==> src/hw/rtl/ppc_pkg.sv <==
package ppc_pkg;

  localparam int VALUE_WIDTH = 32;
  localparam int CNT_W       = $clog2(VALUE_WIDTH);

  typedef enum logic [1:0] {
    ST_IDLE,
    ST_START,
    ST_DIVIDE,
    ST_FINISH
  } ppc_state_t;

  typedef struct packed {
    logic                   start;
    logic [VALUE_WIDTH-1:0] dividend;
    logic [VALUE_WIDTH-1:0] divisor;
  } ppc_div_req_t;

  typedef struct packed {
    logic                   done;
    logic [VALUE_WIDTH-1:0] quot;
    logic [VALUE_WIDTH-1:0] rem;
  } ppc_div_rsp_t;

endpackage

==> src/hw/rtl/parity_and_prime_classifier.sv <==
// Sequencing: negative values, values below four and even values go from idle straight to the
// finish state, then the output register; odd values of five and above pass the start and divide
// states once per odd trial divisor from three upward, at most about half the value's square root.
// Throughput: one request at a time; the sequencer takes input only while idle, so the next request is
// taken once the previous result has moved into the output register.
// Reset: synchronous, active low; clears the sequencer, the divider and the output valid flag.
module parity_and_prime_classifier import ppc_pkg::*; (
  input  logic                          clk,
  input  logic                          rst_n,
  input  logic                          in_valid,
  output logic                          in_stall,
  input  logic signed [VALUE_WIDTH-1:0] in_value,
  output logic                          out_valid,
  input  logic                          out_stall,
  output logic                          out_is_even,
  output logic                          out_is_prime
);

  ppc_state_t             state_r;
  ppc_state_t             state_nxt;
  logic [VALUE_WIDTH-1:0] n_r;
  logic [VALUE_WIDTH-1:0] d_r;
  logic                   even_r;
  logic                   prime_r;
  logic                   out_valid_r;
  logic                   out_even_r;
  logic                   out_prime_r;

  ppc_div_req_t div_req;
  ppc_div_rsp_t div_rsp;

  logic in_acc;
  logic in_neg;
  logic in_lt4;
  logic in_lt2;
  logic in_hard;
  logic past_root;
  logic has_factor;
  logic out_free;
  logic load_out;

  ppc_div u_div (
    .clk   (clk),
    .rst_n (rst_n),
    .req   (div_req),
    .rsp   (div_rsp)
  );

  always_comb begin
    in_neg     = in_value[VALUE_WIDTH-1];
    in_lt4     = ~in_neg && (in_value[VALUE_WIDTH-2:2] == '0);
    in_lt2     = in_lt4 && ~in_value[1];
    // Only odd values of five and above need trial division.
    in_hard    = ~in_neg && ~in_lt4 && in_value[0];
    // Once the divisor exceeds the quotient its square exceeds the value.
    past_root  = d_r > div_rsp.quot;
    has_factor = div_rsp.rem == '0;
    out_free   = ~out_valid_r || ~out_stall;
  end

  always_comb begin
    state_nxt = state_r;
    case (state_r)
      ST_IDLE: begin
        if (in_valid) begin
          state_nxt = in_hard ? ST_START : ST_FINISH;
        end
      end
      ST_START: begin
        state_nxt = ST_DIVIDE;
      end
      ST_DIVIDE: begin
        if (div_rsp.done) begin
          state_nxt = (past_root || has_factor) ? ST_FINISH : ST_START;
        end
      end
      ST_FINISH: begin
        if (out_free) begin
          state_nxt = ST_IDLE;
        end
      end
      default: begin
        state_nxt = ST_IDLE;
      end
    endcase
  end

  always_comb begin
    in_stall         = 1'b1;
    load_out         = 1'b0;
    div_req.start    = 1'b0;
    div_req.dividend = n_r;
    div_req.divisor  = d_r;
    case (state_r)
      ST_IDLE:   in_stall      = 1'b0;
      ST_START:  div_req.start = 1'b1;
      ST_DIVIDE: ;
      ST_FINISH: load_out      = out_free;
      default:   ;
    endcase
    in_acc = in_valid && ~in_stall;
  end

  always_ff @(posedge clk) begin
    if (!rst_n) begin
      state_r <= ST_IDLE;
    end else begin
      state_r <= state_nxt;
    end
  end

  always_ff @(posedge clk) begin
    if (in_acc) begin
      n_r     <= in_value;
      d_r     <= VALUE_WIDTH'(3);
      even_r  <= ~in_value[0];
      prime_r <= in_lt4 && ~in_lt2;
    end else if (state_r == ST_DIVIDE && div_rsp.done) begin
      if (past_root) begin
        prime_r <= 1'b1;
      end else if (has_factor) begin
        prime_r <= 1'b0;
      end else begin
        d_r <= d_r + VALUE_WIDTH'(2);
      end
    end
  end

  always_ff @(posedge clk) begin
    if (!rst_n) begin
      out_valid_r <= 1'b0;
    end else if (load_out) begin
      out_valid_r <= 1'b1;
    end else if (~out_stall) begin
      out_valid_r <= 1'b0;
    end
  end

  always_ff @(posedge clk) begin
    if (load_out) begin
      out_even_r  <= even_r;
      out_prime_r <= prime_r;
    end
  end

  assign out_valid    = out_valid_r;
  assign out_is_even  = out_even_r;
  assign out_is_prime = out_prime_r;

endmodule

==> src/hw/rtl/ppc_div.sv <==
module ppc_div import ppc_pkg::*; (
  input  logic         clk,
  input  logic         rst_n,
  input  ppc_div_req_t req,
  output ppc_div_rsp_t rsp
);

  logic                   busy_r;
  logic                   done_r;
  logic [CNT_W-1:0]       cnt_r;
  logic [VALUE_WIDTH-1:0] rem_r;
  logic [VALUE_WIDTH-1:0] quo_r;
  logic [VALUE_WIDTH-1:0] div_r;

  logic [VALUE_WIDTH:0]   rem_sh;
  logic [VALUE_WIDTH:0]   diff;
  logic                   fits;
  logic [VALUE_WIDTH-1:0] rem_nxt;
  logic [VALUE_WIDTH-1:0] quo_nxt;

  // One quotient bit per cycle: shift in the next dividend bit and try a subtraction.
  always_comb begin
    rem_sh  = {rem_r, quo_r[VALUE_WIDTH-1]};
    diff    = rem_sh - {1'b0, div_r};
    fits    = ~diff[VALUE_WIDTH];
    rem_nxt = fits ? diff[VALUE_WIDTH-1:0] : rem_sh[VALUE_WIDTH-1:0];
    quo_nxt = {quo_r[VALUE_WIDTH-2:0], fits};
  end

  always_ff @(posedge clk) begin
    if (!rst_n) begin
      busy_r <= 1'b0;
      done_r <= 1'b0;
      cnt_r  <= '0;
    end else if (req.start) begin
      busy_r <= 1'b1;
      done_r <= 1'b0;
      cnt_r  <= CNT_W'(VALUE_WIDTH - 1);
    end else if (busy_r) begin
      if (cnt_r == '0) begin
        busy_r <= 1'b0;
        done_r <= 1'b1;
      end else begin
        cnt_r <= cnt_r - 1'b1;
      end
    end else begin
      done_r <= 1'b0;
    end
  end

  always_ff @(posedge clk) begin
    if (req.start) begin
      rem_r <= '0;
      quo_r <= req.dividend;
      div_r <= req.divisor;
    end else if (busy_r) begin
      rem_r <= rem_nxt;
      quo_r <= quo_nxt;
    end
  end

  assign rsp.done = done_r;
  assign rsp.quot = quo_r;
  assign rsp.rem  = rem_r;

endmodule
==> config.mk <==
export PLATFORM = sky130hd
export DESIGN_NAME = parity_and_prime_classifier
export DESIGN_NICKNAME = d
export VERILOG_FILES = /design/src/hw/rtl/ppc_pkg.sv /design/src/hw/rtl/parity_and_prime_classifier.sv /design/src/hw/rtl/ppc_div.sv
export SDC_FILE = /design/constraint.sdc
export NUM_CORES = 1
export LEC_CHECK = 0
export BUFFER_PORTS_ARGS = -buffer_cell sky130_fd_sc_hd__clkbuf_2
export CORE_MARGIN = 4
export CORE_UTILIZATION = 55
export CTS_CLUSTER_DIAMETER = 30
export DETAILED_ROUTE_END_ITERATION = 16
export GPL_ROUTABILITY_DRIVEN = 0
export GPL_TIMING_DRIVEN = 0
export PLACE_DENSITY = 0.7
export SLEW_MARGIN = 15
export SYNTH_ARGS = -nofsm -noshare
export SYNTH_HDL_FRONTEND = slang
export SYNTH_SLANG_ARGS = --single-unit
==> constraint.sdc <==
create_clock -name clk -period 3.16 [get_ports clk]
set_input_delay 0.632 -clock clk [delete_from_list [all_inputs] [get_ports clk]]
set_output_delay 0.632 -clock clk [all_outputs]
set_load 0.01 [all_outputs]
==> results.toml <==
[route]
dr_total_vias = 7571
vias_per_cell = 5.91
ant_nets = 0
firstDrtPassIters = 5
drtIter0Drc = 561
drc = 0
routed_wl_um = 22600
wl_per_cell_um = 17.7

[finish]
drive_gt1_frac = 0.118
layout.nets = 1148
syn2layout_area_growth_pct = 15.3
antennaDiodeCount = 0

[timing]
hold_viol = 0
max_freq_ghz = 0.325
rsz0062_at_grt = "yes"
worstMarginPinSlew_ns = 0.652
hold_ws_ns = 0.402
slew_violations = 0
fin_ws_ns = 0.0786
final.min_clock_period_ns = 3.08
setup_viol = 0
post-route-period-util = 0.975
slew_headroom = 0.566
skew_ns = 0.0102
fin_setup_tns_ns = 0

[pwr]
peakVddDrop_mv = 0.660
p_per_area_nw_per_um2 = 796
leakage_nw = 4.63
fin_total_pwr_mw = 8.69

[global_route]
grt_busiest_layer = "met2"
grt_pass1_vias = 6986
gr-usage-met2 = 0.394
antenna_found_initial = 0
grt_usage = 0.228
grt_max_degree = 35
use_met1 = 0.292
met3_usage = 0.0359
gr-total-overflow = 0
grt_pass1_wl_um = 35500

[logic_synthesis]
synthArstFlopShare = 0
synth_area_um2 = 9470
synth_area_leaders = "edfxtp_1, dfxtp_1, ha_1"
synth-warning-count = 0
synth-edff-count = 99
synth_top_area_cell = "edfxtp_1"
synth-seq-area-share = 0.468
synth.distinct_cells = 58
syn_area_per_cell_um2 = 9.71
yosysTopAreaCellShare = 0.314
syn_inst = 975
synth_fp_nets = 1076
synth_flop_cell = "edfxtp_1"
synth_seq_cells = 172

[critical_path]
worstPathRequired_ns = 3.43
cp_data_arrival_time_ns = 3.35
end_kind = "register"
path_class = "register to register"
startpoint_type = "register"
crit_fanout = 10

[cts]
cts_made_buffers = 17
htree_num_levels = 4
clk_pin_slew_ns = 0.06
cts_tree = "done"
cts_sinks = 172
root_buffer = "clkbuf_16"
insertion_delay_ns = 0.42
cts_buffer_depth = 2
postCtsHoldBufs = 0

[floorplan]
die_y_um = 139
fp-row-count = 47
start_util = 0.567
ios = 40
core-area_um2 = 16700
die_area_um2 = 19400
die_w_um = 139

[run]
max-cap-violations = 0

[place]
port_buffers = 38
post-dp-hpwl_um = 16500
dp_slack_ns = -0.433

[min_path]
hold_class = "input pin to register"

[status]
status = "completed"
-- report_power, final --
| part | internal [mW] | total [mW] | switching [mW] |
|---|---|---|---|
| combinational | 1.71 | 3.67 | 1.95 |
| sequential | 2.68 | 2.96 | 0.289 |
| clock | 1.22 | 2.05 | 0.838 |
| total | 5.61 | 8.69 | 3.08 |
-- cells in the final DEF (no fill, tap or decap), types with 7 or more instances in the layout --
master | Yosys | routed
nand4_1 | 26 | 26
nand2_1 | 91 | 91
ha_1 | 64 | 56
ha_4 | 0 | 7
xnor2_1 | 21 | 21
inv_1 | 90 | 88
nor2b_1 | 8 | 8
nand2b_1 | 16 | 16
a21oi_1 | 79 | 76
o21ai_0 | 89 | 86
xor2_1 | 11 | 11
clkbuf_16 | 0 | 21
a31oi_1 | 9 | 9
nand3_1 | 21 | 20
clkbuf_2 | 0 | 43
and3_1 | 20 | 20
nor4_1 | 19 | 17
dfxtp_1 | 73 | 72
edfxtp_1 | 99 | 99
mux2i_1 | 34 | 34
a21o_1 | 32 | 32
buf_4 | 0 | 10
clkbuf_1 | 31 | 27
o211ai_1 | 7 | 7
nor2_1 | 34 | 33
-- synth_stat cells, types with 4 or more instances --
| library cell | instances |
|---|---|
| a41o_1 | 6 |
| a21oi_1 | 79 |
| ha_1 | 64 |
| mux2i_1 | 34 |
| and2_1 | 6 |
| and3_1 | 20 |
| nand3_1 | 21 |
| nor3_1 | 7 |
| nand3b_1 | 4 |
| xnor2_1 | 21 |
| a21boi_0 | 5 |
| a31oi_1 | 9 |
| dfxtp_1 | 73 |
| a211oi_1 | 6 |
| a21o_1 | 32 |
| clkbuf_1 | 31 |
| inv_1 | 90 |
| nor4_1 | 19 |
| nor2_1 | 34 |
| o21ai_0 | 89 |
| nor2b_1 | 8 |
| nor3b_1 | 5 |
| o21a_1 | 4 |
| nand2b_1 | 16 |
| xor2_1 | 11 |
| a211o_1 | 4 |
| nand2_1 | 91 |
| or3_1 | 6 |
| o211ai_1 | 7 |
| edfxtp_1 | 99 |
| a221oi_1 | 4 |
| nand4_1 | 26 |
-- cell families (layout without fill, tap and decap cells) --
| logic type | Yosys count | in the layout | share of synthesized area |
|---|---|---|---|
| AOI/OAI and AO/OA | 269 | 269 | 0.173 |
| xor gates and xnor gates | 33 | 33 | 0.0325 |
| adders and majority gates | 65 | 65 | 0.0867 |
| buffers and inverters | 127 | 212 | 0.0535 |
| DFF | 172 | 172 | 0.468 |
| muxes | 34 | 34 | 0.0360 |
| and+or+nand+nor | 275 | 275 | 0.150 |
-- worst max-delay path, cell delays in order, from the launching register on --
cell       delay (ns)
edfxtp_1         0.33
inv_1            0.09
ha_4             0.30
nand2_2          0.09
or3_1            0.37
a211o_1          0.33
a211oi_2         0.31
o2111ai_1        0.15
nand3_2          0.14
xor2_4           0.20
buf_6            0.14
buf_12           0.14
mux2i_1          0.23
a21oi_1          0.10
-- layout make-up --
cell class                      instances  area (um^2)
Fill cell                            1380         5790
Multi-Input combinational cell        676         4710
Sequential cell                       172         4440
Clock buffer                           25          551
Timing Repair Buffer                   53          353
Inverter                               90          342
Tap cell                              220          275
Buffer                                 36          190
Clock inverter                          7         46.3
Timing Repair inverter                  1         7.51
-- what timing repair did --
action	CTS	global route
endpoints found under the setup margin	56	86
pin swaps	1	10
setup buffers	8	4
cloned	0	2
gates resized for setup	5	46
-- sequential cells by signal, summed over array words and instances, names as in the netlist, 2 cells and up --
signal       count
d_r             31
u_div.quo_r     32
u_div.div_r     31
u_div.rem_r     32
state_r          2
n_r             32
u_div.cnt_r      5
-- per-stage QoR --
stage	cells	utilization	area, um^2
floorplan	975	-	9470
CTS	1274	0.637	10600
global placement	1233	0.595	9930
global route	1280	0.653	10900
finish	1280	0.653	10900
detailed placement	1235	0.597	9970
-- worst paths after layout --
kind / from / endpoint / slack [ns] / cells past startpoint
min reg2reg: even_r / out_is_even / 0.42 / 0
max reg2reg: u_div.div_r[13] / u_div.rem_r[1] / 0.08 / 13
max: u_div.div_r[13] / u_div.rem_r[1] / 0.08 / 13
min: in_value[7] / n_r[7] / 0.40 / 1
-- metal layers --
layer | wire [um] | share of wire
met5 | 0 | 0
met4 | 502 | 0.022
met3 | 964 | 0.043
met2 | 11300 | 0.50
met1 | 9850 | 0.44
Note: power is estimated with default switching activity, not from simulation.
